### src/pwct_pkg.sv
package pwct_pkg;

  // Fixed field widths of the channels
  localparam int CODE_W     = 16;
  localparam int CODE_IDX_W = 4;
  localparam int PREFIX_W   = 4;
  localparam int PFX_IDX_W  = 2;
  localparam int CFG_DATA_W = 16;
  localparam int CFG_IDX_W  = 3;

  // Configuration register indexes
  typedef enum logic [CFG_IDX_W-1:0] {
    CFG_HDR_FIRST  = 3'd0,
    CFG_HDR_SECOND = 3'd1,
    CFG_ONE_FIRST  = 3'd2,
    CFG_ONE_SECOND = 3'd3,
    CFG_ZERO_FIRST = 3'd4,
    CFG_ZERO_SEC   = 3'd5,
    CFG_PREFIX     = 3'd6
  } cfg_idx_t;

endpackage

### src/pwct_if.sv
// Input channel: a tick or a start command with its code
interface pwct_in_if import pwct_pkg::*; ();
  logic              valid;
  logic              ready;
  logic              mode;
  logic [CODE_W-1:0] send_value;

  modport source (output valid, output mode, output send_value, input ready);
  modport sink   (input valid, input mode, input send_value, output ready);
endinterface

// Result channel: line level and frame status after each item
interface pwct_out_if;
  logic valid;
  logic ready;
  logic line_level;
  logic busy_res;
  logic frame_end;

  modport source (output valid, output line_level, output busy_res, output frame_end,
                  input ready);
  modport sink   (input valid, input line_level, input busy_res, input frame_end,
                  output ready);
endinterface

// Configuration write channel
interface pwct_cfg_if import pwct_pkg::*; ();
  logic                  valid;
  logic                  ready;
  logic [CFG_IDX_W-1:0]  index;
  logic [CFG_DATA_W-1:0] data;

  modport source (output valid, output index, output data, input ready);
  modport sink   (input valid, input index, input data, output ready);
endinterface

### src/pulse_width_code_transmitter.sv
// The result of an accepted item is written into the output register as the item is taken.
// Throughput: one item per cycle; the state update is a single pass of logic
// between the state registers and the output register. A new item is taken in
// the same cycle that the waiting result leaves, and the input stalls while a
// result is held off by the receiver.
// Reset (rst_n low, synchronous): idle, line low, configuration cleared to zero.
module pulse_width_code_transmitter import pwct_pkg::*; #(
  parameter int FRAME_BITS = 20,
  parameter int TIME_WIDTH = 16
) (
  input  logic       clk,
  input  logic       rst_n,
  pwct_in_if.sink    in_chan,
  pwct_out_if.source out_chan,
  pwct_cfg_if.sink   cfg_chan
);

  localparam int POS_W = $clog2(FRAME_BITS);
  localparam logic [POS_W-1:0] POS_LAST = POS_W'(FRAME_BITS - 1);

  typedef enum logic [2:0] {
    PH_IDLE   = 3'd0,
    PH_HDR_B  = 3'd2,
    PH_FIRST  = 3'd3,
    PH_SECOND = 3'd4,
    PH_DONE   = 3'd5
  } phase_t;

  // Configuration registers
  logic [CFG_DATA_W-1:0] hdr_first_r, hdr_second_r;
  logic [CFG_DATA_W-1:0] one_first_r, one_second_r;
  logic [CFG_DATA_W-1:0] zero_first_r, zero_second_r;
  logic [PREFIX_W-1:0]   prefix_r;

  // Frame state
  phase_t                phase_r, phase_nxt;
  logic [POS_W-1:0]      bit_pos_r, bit_pos_nxt;
  logic                  bit_val_r, bit_val_nxt;
  logic                  line_r, line_nxt;
  logic [TIME_WIDTH-1:0] ticks_r, ticks_nxt;
  logic [CODE_W-1:0]     code_r, code_nxt;
  logic                  frame_end_nxt;

  // Output register
  logic out_valid_r;
  logic line_level_r, busy_r, frame_end_r;

  logic             in_fire;
  logic             sel_bit;
  logic [POS_W-1:0] pfx_k;

  assign in_chan.ready       = !out_valid_r || out_chan.ready;
  assign in_fire             = in_chan.valid && in_chan.ready;
  assign cfg_chan.ready      = 1'b1;
  assign out_chan.valid      = out_valid_r;
  assign out_chan.line_level = line_level_r;
  assign out_chan.busy_res   = busy_r;
  assign out_chan.frame_end  = frame_end_r;

  // Pick the bit at the current position: code bits below, prefix bits above
  always_comb begin
    pfx_k = bit_pos_r - POS_W'(CODE_W);
    if (bit_pos_r >= POS_W'(CODE_W)) begin
      sel_bit = (pfx_k < POS_W'(PREFIX_W)) ? prefix_r[pfx_k[PFX_IDX_W-1:0]] : 1'b0;
    end else begin
      sel_bit = code_r[bit_pos_r[CODE_IDX_W-1:0]];
    end
  end

  // Next frame state for one accepted item
  always_comb begin
    phase_nxt     = phase_r;
    bit_pos_nxt   = bit_pos_r;
    bit_val_nxt   = bit_val_r;
    line_nxt      = line_r;
    ticks_nxt     = ticks_r;
    code_nxt      = code_r;
    frame_end_nxt = 1'b0;
    if (in_chan.mode) begin
      // Start: taken only in idle
      if (phase_r == PH_IDLE) begin
        code_nxt    = in_chan.send_value;
        bit_pos_nxt = POS_LAST;
        line_nxt    = !line_r;
        if (hdr_first_r != '0) begin
          phase_nxt = PH_HDR_B;
          ticks_nxt = TIME_WIDTH'(hdr_first_r);
        end else begin
          phase_nxt = PH_FIRST;
          ticks_nxt = TIME_WIDTH'(hdr_second_r);
        end
      end
    end else if (phase_r != PH_IDLE) begin
      if (ticks_r != '0) begin
        ticks_nxt = ticks_r - 1'b1;
      end else begin
        // Segment expired: advance the sequence
        unique case (phase_r)
          PH_HDR_B: begin
            line_nxt  = !line_r;
            phase_nxt = PH_FIRST;
            ticks_nxt = TIME_WIDTH'(hdr_second_r);
          end
          PH_FIRST: begin
            line_nxt    = !line_r;
            bit_val_nxt = sel_bit;
            phase_nxt   = PH_SECOND;
            ticks_nxt   = sel_bit ? TIME_WIDTH'(one_first_r) : TIME_WIDTH'(zero_first_r);
          end
          PH_SECOND: begin
            line_nxt  = !line_r;
            ticks_nxt = bit_val_r ? TIME_WIDTH'(one_second_r) : TIME_WIDTH'(zero_second_r);
            if (bit_pos_r != '0) begin
              bit_pos_nxt = bit_pos_r - 1'b1;
              phase_nxt   = PH_FIRST;
            end else begin
              phase_nxt = PH_DONE;
            end
          end
          PH_DONE: begin
            line_nxt      = 1'b0;
            bit_pos_nxt   = POS_LAST;
            code_nxt      = '0;
            phase_nxt     = PH_IDLE;
            frame_end_nxt = 1'b1;
          end
          default: begin
            phase_nxt = PH_IDLE;
          end
        endcase
      end
    end
  end

  // Hold state, configuration and the output register
  always_ff @(posedge clk) begin
    if (!rst_n) begin
      phase_r       <= PH_IDLE;
      bit_pos_r     <= POS_LAST;
      bit_val_r     <= 1'b0;
      line_r        <= 1'b0;
      ticks_r       <= '0;
      code_r        <= '0;
      out_valid_r   <= 1'b0;
      hdr_first_r   <= '0;
      hdr_second_r  <= '0;
      one_first_r   <= '0;
      one_second_r  <= '0;
      zero_first_r  <= '0;
      zero_second_r <= '0;
      prefix_r      <= '0;
    end else begin
      if (cfg_chan.valid) begin
        unique case (cfg_chan.index)
          CFG_HDR_FIRST:  hdr_first_r   <= cfg_chan.data;
          CFG_HDR_SECOND: hdr_second_r  <= cfg_chan.data;
          CFG_ONE_FIRST:  one_first_r   <= cfg_chan.data;
          CFG_ONE_SECOND: one_second_r  <= cfg_chan.data;
          CFG_ZERO_FIRST: zero_first_r  <= cfg_chan.data;
          CFG_ZERO_SEC:   zero_second_r <= cfg_chan.data;
          CFG_PREFIX:     prefix_r      <= cfg_chan.data[PREFIX_W-1:0];
          default: ;
        endcase
      end
      if (in_fire) begin
        phase_r     <= phase_nxt;
        bit_pos_r   <= bit_pos_nxt;
        bit_val_r   <= bit_val_nxt;
        line_r      <= line_nxt;
        ticks_r     <= ticks_nxt;
        code_r      <= code_nxt;
        out_valid_r <= 1'b1;
      end else if (out_chan.ready) begin
        out_valid_r <= 1'b0;
      end
    end
    if (in_fire) begin
      line_level_r <= line_nxt;
      busy_r       <= (phase_nxt != PH_IDLE);
      frame_end_r  <= frame_end_nxt;
    end
  end

  // The line rests low whenever no frame is in progress
  a_idle_line_low: assert property (@(posedge clk) disable iff (!rst_n)
    (phase_r == PH_IDLE) |-> !line_r)
    else $error("line high while idle");

  // A finished frame reports idle with the line low
  a_end_result: assert property (@(posedge clk) disable iff (!rst_n)
    (out_valid_r && frame_end_r) |-> (!line_level_r && !busy_r))
    else $error("frame end with busy or line high");

  // Bit position stays inside the frame
  a_pos_range: assert property (@(posedge clk) disable iff (!rst_n)
    bit_pos_r <= POS_LAST)
    else $error("bit position beyond frame");

  // A stalled result leaves the frame state untouched
  a_stall_hold: assert property (@(posedge clk) disable iff (!rst_n)
    (out_valid_r && !out_chan.ready) |=> ($stable(phase_r) && $stable(ticks_r)))
    else $error("state moved under a stalled result");

endmodule

### src/flat_wrapper.sv
// flat-port wrapper written by rule: the top's interface ports become plain ports
module pulse_width_code_transmitter_flat import pwct_pkg::*;
#(
  parameter int FRAME_BITS = 20,
  parameter int TIME_WIDTH = 16
)
  (clk, rst_n, in_chan_valid, in_chan_mode, in_chan_send_value, in_chan_ready, out_chan_valid, out_chan_line_level, out_chan_busy_res, out_chan_frame_end, out_chan_ready, cfg_chan_valid, cfg_chan_index, cfg_chan_data, cfg_chan_ready);
  pwct_in_if in_chan_i ();
  pwct_out_if out_chan_i ();
  pwct_cfg_if cfg_chan_i ();
  input  logic clk;
  input  logic rst_n;
  input wire logic [$bits(in_chan_i.valid)-1:0] in_chan_valid;
  input wire logic [$bits(in_chan_i.mode)-1:0] in_chan_mode;
  input wire logic [$bits(in_chan_i.send_value)-1:0] in_chan_send_value;
  output wire logic [$bits(in_chan_i.ready)-1:0] in_chan_ready;
  output wire logic [$bits(out_chan_i.valid)-1:0] out_chan_valid;
  output wire logic [$bits(out_chan_i.line_level)-1:0] out_chan_line_level;
  output wire logic [$bits(out_chan_i.busy_res)-1:0] out_chan_busy_res;
  output wire logic [$bits(out_chan_i.frame_end)-1:0] out_chan_frame_end;
  input wire logic [$bits(out_chan_i.ready)-1:0] out_chan_ready;
  input wire logic [$bits(cfg_chan_i.valid)-1:0] cfg_chan_valid;
  input wire logic [$bits(cfg_chan_i.index)-1:0] cfg_chan_index;
  input wire logic [$bits(cfg_chan_i.data)-1:0] cfg_chan_data;
  output wire logic [$bits(cfg_chan_i.ready)-1:0] cfg_chan_ready;
  assign in_chan_i.valid = in_chan_valid;
  assign in_chan_i.mode = in_chan_mode;
  assign in_chan_i.send_value = in_chan_send_value;
  assign in_chan_ready = in_chan_i.ready;
  assign out_chan_valid = out_chan_i.valid;
  assign out_chan_line_level = out_chan_i.line_level;
  assign out_chan_busy_res = out_chan_i.busy_res;
  assign out_chan_frame_end = out_chan_i.frame_end;
  assign out_chan_i.ready = out_chan_ready;
  assign cfg_chan_i.valid = cfg_chan_valid;
  assign cfg_chan_i.index = cfg_chan_index;
  assign cfg_chan_i.data = cfg_chan_data;
  assign cfg_chan_ready = cfg_chan_i.ready;
  pulse_width_code_transmitter #(.FRAME_BITS(FRAME_BITS), .TIME_WIDTH(TIME_WIDTH)) u_core (.clk(clk), .rst_n(rst_n), .in_chan(in_chan_i), .out_chan(out_chan_i), .cfg_chan(cfg_chan_i));
endmodule
### config.mk
export PLATFORM = sky130hd
export DESIGN_NAME = pulse_width_code_transmitter_flat
export DESIGN_NICKNAME = d
export VERILOG_FILES = /design/src/pwct_pkg.sv /design/src/pwct_if.sv /design/src/pulse_width_code_transmitter.sv /design/src/flat_wrapper.sv
export SDC_FILE = /design/constraint.sdc
export NUM_CORES = 1
export LEC_CHECK = 0
export ABC_AREA = 1
export BUFFER_PORTS_ARGS = -buffer_cell sky130_fd_sc_hd__clkbuf_2
export CAP_MARGIN = 10
export CELL_PAD_IN_SITES_DETAIL_PLACEMENT = 0
export CELL_PAD_IN_SITES_GLOBAL_PLACEMENT = 1
export CORE_MARGIN = 2
export CORE_UTILIZATION = 44
export DETAILED_ROUTE_END_ITERATION = 16
export PLACE_DENSITY = 0.85
export SYNTH_ARGS = -nofsm -noshare
export SYNTH_HDL_FRONTEND = slang
export SYNTH_SLANG_ARGS = --single-unit
### constraint.sdc
create_clock -name clk -period 2.2 [get_ports clk]
set_input_delay 0.11 -clock clk [delete_from_list [all_inputs] [get_ports clk]]
set_output_delay 0.11 -clock clk [all_outputs]
set_load 0.03 [all_outputs]
== Word-level counts from Yosys, hierarchy flattened ==
Index checks and enable logic that the tools add are counted.
Storage, ports and cells
  input port bits: 41
  output and inout bits: 6
  register bits after elaboration: 146
  word-level logic and storage cells: 109
Cells by class
  multiplexer cells: 40
  equality and inequality tests: 13
  $lt $le $gt $ge: 4
  add/sub/neg operators: 3
  reduce and logical (&&, ||, !) cells: 29
  bitwise logic cells: 3
Operator list (count)
  $mux 16: 12
  $pmux 16 s3: 1
  $reduce_bool 16->1: 2
  $mux 5: 5
  $sub 16x1->16 const B: 1
  $eq 3x3->1 const B: 5
  $mux 3: 5
  $reduce_and 2->1: 7
  $eq 3x2->1 const B: 4
  $mux 1: 12
  $pmux 5 s2: 1
  $reduce_and 5->1: 2
  $reduce_bool 5->1: 2
  $pmux 3 s3: 1
  $reduce_bool 3->1: 3
  $logic_not 3->1: 2
  $reduce_and 6->1: 1
  $reduce_bool 2->1: 3
  $reduce_or 3->1: 2
  $ge 5x5->1 const B: 1
  $lt 4x5->1 const B: 1
  $lt 5x3->1 const B: 1
  $sub 5x1->5 const B: 1
  $sub 5x5->5 const B: 1
  other kinds (13): 16

== Longest topological paths before layout ==
Gate-level depths: netlist (run 1).
  depth in word-level cells: 10
  depth in mapped cells: 19
  mapped depth without buffers: 17

== Worst setup path before layout (run 1) ==
OpenSTA, ideal clock, no wires.
  path type: register to register
  from: reg u_core.out_valid_r (netlist: u_core.out_chan.valid)
  to: reg u_core.code_r[0]
  arrival: 1923 ps
  required time: 2114 ps
  stages on the path, launching flop included: 10
  path slack: 192 ps
  path through: dfxtp_1 nand2_1 nand2_1 inv_1 nand2_1 nor2_1 nand2_1 clkbuf_1 a21oi_1 a211oi_1
Between the ends
  word-level cells in the longest chain between the ends: 4
RTL lines
  from (decl): line pulse_width_code_transmitter.sv:45  | logic out_valid_r;
  from (signal assigned): line pulse_width_code_transmitter.sv:144  | out_valid_r <= 1'b0;
  from (signal assigned): line pulse_width_code_transmitter.sv:172  | out_valid_r <= 1'b1;
  from (signal assigned): line pulse_width_code_transmitter.sv:174  | out_valid_r <= 1'b0;
  $logic_not 1->1: line pulse_width_code_transmitter.sv:52  | assign in_chan.ready = !out_valid_r || out_chan.ready;
  $logic_or 1x1->1: line pulse_width_code_transmitter.sv:52
  net in_chan_ready: line flat_wrapper.sv:16  | output wire logic [$bits(in_chan_i.ready)-1:0] in_chan_ready;
  $logic_and 1x1->1: line pulse_width_code_transmitter.sv:53  | assign in_fire = in_chan.valid && in_chan.ready;
  net u_core.in_fire: line pulse_width_code_transmitter.sv:48  | logic in_fire;
  $reduce_and 5->1 (no line)
  to (signal assigned): line pulse_width_code_transmitter.sv:171  | code_r <= code_nxt;
  to (decl): line pulse_width_code_transmitter.sv:41  | logic [CODE_W-1:0] code_r, code_nxt;
The timed path passes the listed nets, and every way through them passes these cells.
A chain may end at the register's enable or synchronous reset.

== Final worst setup path (run 1) ==
  from: reg u_core.phase_r[0]
  to: reg u_core.ticks_r[15]
Between the ends
  word-level cells in the longest chain between the ends: 5
  elaborated cells between the ends (all ways): 13
RTL lines
  from (decl): line pulse_width_code_transmitter.sv:36  | phase_t phase_r, phase_nxt;
  from (signal assigned): line pulse_width_code_transmitter.sv:166  | phase_r <= phase_nxt;
  $eq 3x3->1 or $eq 3x2->1 (tied branches): line pulse_width_code_transmitter.sv:98  | unique case (phase_r)
  $pmux 16 s3: line pulse_width_code_transmitter.sv:98
  $mux 16: line pulse_width_code_transmitter.sv:94  | if (ticks_r != '0) begin
  $mux 16: line pulse_width_code_transmitter.sv:93  | end else if (phase_r != PH_IDLE) begin
  $mux 16: line pulse_width_code_transmitter.sv:79  | if (in_chan.mode) begin
  to (signal assigned): line pulse_width_code_transmitter.sv:170  | ticks_r <= ticks_nxt;
  to (decl): line pulse_width_code_transmitter.sv:40  | logic [TIME_WIDTH-1:0] ticks_r, ticks_nxt;
Parallel ways exist; a longest one is shown, timed or not. The select of a mux whose other input is x is not followed.

==> results of run 1 <==
==> sequential cells by signal (all words and copies together) (netlist names), 4 cells and up <==
name / flops
u_core.hdr_second_r: 16
u_core.ticks_r: 16
u_core.prefix_r: 4
u_core.zero_second_r: 16
u_core.one_first_r: 16
u_core.hdr_first_r: 16
u_core.code_r: 16
u_core.one_second_r: 16
u_core.zero_first_r: 16
u_core.bit_pos_r: 5
==> final cells by class <==
class	instances	area, µm²	share of cell area [%]
sequential	146	2950	34.7
inverter	110	425	5.00
tap	216	270	3.18
clock inverter	7	118	1.38
timing repair buffer	99	722	8.49
multi-input combinational	693	3490	41.1
clock buffer	25	518	6.09
==> power by group <==
group	total [mW]	internal [mW]	switching, mW	leakage, nW
sequential	2.90	2.80	0.0967	1.19
combinational	1.38	0.517	0.863	2.16
clock	3.10	1.98	1.12	0.312
==> routing by layer <==
layer,global-route usage (%),share of wire [%],up-vias
li1,-,-,3467
met4,7.76,2.4,0
met3,5.50,5.6,41
met2,41.6,46,180
met1,32.2,46,3118
met5,0,0,-
==> synthesized netlist by cell type, types with 2 or more instances <==
cell and n:
nor2_1 181, dfxtp_1 143, o21ai_0 136, nand2_1 114
inv_1 105, a21oi_1 102, clkbuf_1 47, nand3_1 28
a211oi_1 16, nor3_1 13, a31o_2 12, a221oi_1 11
xor2_1 11, o21a_1 10, o21ai_1 10, o211ai_1 9
buf_2 7, ha_1 6, nor4_1 5, clkinv_1 3
edfxtp_1 3, nand4_1 3, nor2_2 3, o22ai_1 3
or2_2 3, a31oi_1 2, buf_6 2, nand3_2 2
nand3b_1 2, xnor2_1 2
==> repair_timing <==
action                                  in CTS  in global routing
endpoints found under the hold margin       19                  0
resized for setup                            0                 18
endpoints found under the setup margin       0                 35
setup buffers                                0                  5
hold buffers                                17                  0
==> cell usage in the layout, fill, tap and decap left out, types with 5 or more instances in the layout <==
cell type,instances
inv_1,103
a31o_2,12
buf_4,31
xor2_1,11
dfxtp_1,142
nor3_1,10
o21a_1,10
a221oi_1,11
o21ai_1,12
a211oi_1,16
clkbuf_2,44
clkbuf_16,19
dlygate4sd3_1,17
ha_1,5
nand3_1,28
o21ai_0,134
a21oi_1,102
nand2_1,114
o211ai_1,9
nor2_1,180
==> critical path: cells and delay by family, from the launching register on <==
family | cells | cell delay, ns
simple gates | 4 | 0.66
compound gates | 2 | 0.36
buf+inv | 4 | 0.56
flops | 1 | 0.35
==> cells by family (layout without fill, tap and decap cells) <==
logic type                 after synthesis  in the layout  synth area share, %
and+or+nand+nor                        358            358                 21.0
other                                    1              1               0.0531
adders and majority gates                6              6                 1.06
buffers and inverters                  167            241                 9.30
AOI/OAI and AO/OA                      315            315                 25.2
DFF                                    146            146                 41.8
xor gates and xnor gates                13             13                 1.61
==> worst max path at each step <==
| stage | start | endpoint | slack [ns] | depth (start not counted) |
|---|---|---|---|---|
| after floorplan | u_core.out_chan.valid$_SDFFE_PN0P_ | u_core.code_r[0]$_SDFFE_PN0P_ | 0.19 | 9 |
| after CTS | u_core.bit_pos_r[0]$_SDFFE_PN1P_ | u_core.bit_pos_r[4]$_SDFFE_PN1P_ | 0.08 | 15 |
| after global routing | u_core.phase_r[0]$_SDFFE_PN0P_ | u_core.ticks_r[12]$_SDFFE_PN0P_ | -0.03 | 12 |
| after global placement | u_core.bit_pos_r[0]$_SDFFE_PN1P_ | u_core.bit_pos_r[4]$_SDFFE_PN1P_ | 0.12 | 15 |
| after detailed placement | u_core.bit_pos_r[0]$_SDFFE_PN1P_ | u_core.bit_pos_r[4]$_SDFFE_PN1P_ | 0.11 | 15 |
| final | u_core.phase_r[0]$_SDFFE_PN0P_ | u_core.ticks_r[15]$_SDFFE_PN0P_ | 0.14 | 10 |
==> metrics by stage <==
| stage | hold slack, ns | worst slack (ns) | total power [mW] | instance area (µm²) |
|---|---|---|---|---|
| finish | 0.0106 | 0.139 | 7.38 | 8500 |
| global route | 0.0200 | -0.0259 | 7.73 | 8500 |
| CTS | 0.000996 | 0.0795 | 7.36 | 8400 |
| detailed placement | 0.395 | 0.107 | 4.23 | 7590 |
| global placement | 0.400 | 0.123 | 4.23 | 7590 |
| floorplan | 0.245 | 0.192 | 3.83 | 7060 |
==> impl_metrics.ini, run 1 <==
[critical_path]
rrSetupSlack_ns = 0.14
critical_path_required_ns = 2.51
cp_max_fo = 6
reg2reg_from = u_core.phase_r[0]$_SDFFE_PN0P_
start_kind = register
path_class = register to register
rr_endpoint = u_core.ticks_r[15]$_SDFFE_PN0P_
arrival_ns = 2.37
rr_worst_depth = 10
critPathSlowestCell = dfxtp_1
crit_path_end_kind = register
cp_cell_sequence = inv_1, nor3_1, inv_1, nand2_1, clkinvlp_4, buf_4, a221oi_1, nand2_1, nand2_1, a21oi_1
max_stage_delay_ns = 0.35
path_common_cell = nand2_1

[final_layout]
final.fill_count = 1579
drive_gt1_share_pct = 13.6
stdcell_count = 1296
final_util_pct = 53.9
syn2layout_area_growth_pct = 20.4
antenna_cells = 0
final_nets = 1114

[die]
fp-row-count = 46
initial_core_util_pct = 44.8
die_width_um = 131
ios = 47
die_y_um = 131
coreArea_um2 = 15800
die_area_um2 = 17100

[timing]
fin_worst_skew_ns = 0.00893
tns_ns = 0
max-slew-margin-rel_pct = 48.3
worstMarginPinSlew_ns = 0.775
setup_violations = 0
maxSlewViolCount = 0
rsz0062_at_grt = yes
max_freq_mhz = 485
post-route-min-period_ns = 2.06
period_share_pct = 93.7
hold_viol_final = 0

[drt]
routedWlPerCell_um = 15.6
first_pass_iters = 5
routed_wirelength_um = 20300
drc_errors = 0
vias = 6806
dr.first_iter.drc_count = 485
via_per_inst = 5.25
antenna_left = 0

[hold_path]
hold_path.startpoint = cfg_chan_data[8]
whs_endpoint = u_core.zero_second_r[8]$_SDFFE_PN0P_
hold_depth = 3
hp-class = input port to register

[synth]
yosysWarnings = 0
yosys.area.top_type = dfxtp_1
synth_edf_count = 3
avgSynthCellArea_um2 = 7.02
yosys-top-cells-area = dfxtp_1, o21ai_0, nor2_1, a21oi_1, nand2_1
ys_seq_area_share_pct = 41.8
synth_area_um2 = 7060
synth.distinct_cells = 42
syn_nets = 1053
ys_async_sr_fraction_pct = 0
syn_inst = 1006
synth_top_area_share_pct = 40.5
ys.flop_type = dfxtp_1
synth_seq_cells = 146

[run_status]
status = complete, no violations

[placement]
place_hpwl_um = 13500
place.gp.congestion = 0.897
dp_cells = 1242
port_buffers = 45

[global_route]
antenna_found_initial = 0
grt_pass1_vias = 6509
grt_usage_pct = 24.9
gr-total-overflow = 0
grt_pass1_wl_um = 32900
grt_max_degree = 120

[clock_tree]
cts.clk_slew.worst_paths_ns = 0.06
clkLatencyLatePin_ns = 0.43
cts_buffers = 17
root_buffer = clkbuf_16
htree_levels = 4
cts.sinks = 146
clockBufferDepth = 2
cts_tree = yes

[power]
ir_drop_uv = 589
powerDensity_nw_per_um2 = 868
p_leak_nw = 3.66

[flow_run]
drv_cap = 0
Note: power is estimated with default switching activity, not from simulation.
==> run 2, diff against run 1 <==
--- a/config.mk
+++ b/config.mk
@@ -13,6 +13,7 @@
 export CORE_MARGIN = 2
 export CORE_UTILIZATION = 44
 export DETAILED_ROUTE_END_ITERATION = 16
+export GPL_TIMING_DRIVEN = 0
 export PLACE_DENSITY = 0.85
 export SYNTH_ARGS = -nofsm -noshare
 export SYNTH_HDL_FRONTEND = slang
==> impl_metrics.ini, run 2 (synthesis gave the netlist of run 1 again) <==
[final_layout]
syn2layout_area_growth_pct = 22.2
drive_gt1_share_pct = 14.5
mostFrequentLayoutCells = nor2_1, dfxtp_1, o21ai_0
layout_commonest_cell = nor2_1
antenna_cells = 0
stdcell_count = 1330
final_nets = 1149
final_util_pct = 54.7
finalInstanceArea_um2 = 8630

[clock_tree]
cts.clk_slew.worst_paths_ns = 0.06
cts.sinks = 146
htree_levels = 4
cts_buffers = 17
clockBufferDepth = 2
clkLatencyLatePin_ns = 0.43
root_buffer = clkbuf_16
cts_tree = yes

[critical_path]
max_stage_delay_ns = 0.33
cp_cell_sequence = inv_2, ha_4, nand3_4, nor2_4, nand3_4, nor2_4, nand2_4, nor2_8, inv_8, o21ai_4, buf_12, clkbuf_16, a21oi_1, a21oi_1
critPathSlowestCell = dfxtp_2
cp_top_family = simple AND/OR/NAND/NOR gates
arrival_ns = 2.47
cp_max_fo = 7
crit_path_end_kind = register
path_class = register to register
critical_path_buf_inv_count = 4
start_kind = register
critical_path_required_ns = 2.57

[timing]
worstMarginPinSlew_ns = 0.646
period_share_pct = 95.5
fin_worst_skew_ns = 0.00893
maxSlewViolCount = 0
setup_violations = 0
tns_ns = 0
hold_viol_final = 0
max_freq_mhz = 476
max-slew-margin-rel_pct = 56.9
post-route-min-period_ns = 2.10

[drt]
routedWlPerCell_um = 16.7
dr.first_iter.drc_count = 567
first_pass_iters = 5
via_per_inst = 5.31
drc_errors = 0
antenna_left = 0
routed_wirelength_um = 22200
vias = 7059

[global_route]
grt_max_degree = 17
gr-total-overflow = 0
antenna_found_initial = 0
grt_pass1_vias = 6733
grt_pass1_wl_um = 34800
grt_usage_pct = 27.1

[placement]
place_hpwl_um = 16400
dp_cells = 1266
port_buffers = 44
place.gp.congestion = 0.846
placed_cell_area_um2 = 7550

[power]
p_leak_nw = 3.64
powerDensity_nw_per_um2 = 838
ir_drop_uv = 624

[die]
die_y_um = 131
ios = 47
die_area_um2 = 17100
fp-row-count = 46
initial_core_util_pct = 44.8
die_width_um = 131
coreArea_um2 = 15800

[hold_path]
hp-class = input port to register

[flow_run]
drv_cap = 0

[run_status]
status = complete, no violations
==> run 2: final cells by class <==
type | instances | area (µm²)
Buffer | 57 | 275
Clock buffer | 22 | 484
Multi-Input combinational cell | 693 | 3600
Clock inverter | 9 | 81.3
Tap cell | 216 | 270
Inverter | 110 | 428
Fill cell | 1591 | 7140
Sequential cell | 146 | 2960
Timing Repair Buffer | 77 | 536
==> run 2: worst paths after layout <==
kind,start,end,slack (ns),cells after the start
worst max-delay path,u_core.ticks_r[1]$_SDFFE_PN0P_,u_core.ticks_r[5]$_SDFFE_PN0P_,0.1,14
worst min-delay path,in_chan_send_value[9],u_core.code_r[9]$_SDFFE_PN0P_,0.03,3
worst max register to register,u_core.ticks_r[1]$_SDFFE_PN0P_,u_core.ticks_r[5]$_SDFFE_PN0P_,0.1,14
worst min register to register,u_core.one_second_r[6]$_SDFFE_PN0P_,u_core.one_second_r[6]$_SDFFE_PN0P_,0.45,2
==> run 2: worst register-to-register path, stage by stage (launching register included) <==
cell       delay (ns)
dfxtp_2          0.33
inv_2            0.07
ha_4             0.16
nand3_4          0.11
nor2_4           0.14
nand3_4          0.09
nor2_4           0.13
nand2_4          0.10
nor2_8           0.14
inv_8            0.05
o21ai_4          0.21
buf_12           0.16
clkbuf_16        0.14
a21oi_1          0.04
a21oi_1          0.16
==> run 2: through the flow <==
step / hold slack (ns) / power (mW) / worst slack, ns
floorplan: 0.245 / 3.83 / 0.192
global placement: 0.391 / 4.21 / -0.381
detailed placement: 0.389 / 4.22 / -0.380
CTS: 0.0149 / 7.11 / 0.00718
global route: 0.0354 / 7.54 / -0.0120
finish: 0.0260 / 7.24 / 0.0981
==> run 2: routing by layer <==
layer	vias to the layer above	global-route usage (%)	routed length, µm
met1	3272	35.1	10100
met4	0	11.6	668
li1	3549	-	-
met2	195	44.2	10300
met5	-	0	0
met3	43	5.13	1090
==> run 2: power by group <==
part,switching (mW),internal (mW),total (mW)
Sequential,0.109,2.80,2.91
Clock,1.16,1.66,2.82
Combinational,0.940,0.570,1.51
==> run 2: repair_timing <==
action | in CTS | in global routing
gates cloned | 0 | 1
hold buffers | 15 | 0
resized for setup | 19 | 53
setup buffers | 12 | 5
pin swaps | 5 | 8
hold endpoints to repair | 15 | 0
endpoints found under the setup margin | 40 | 40
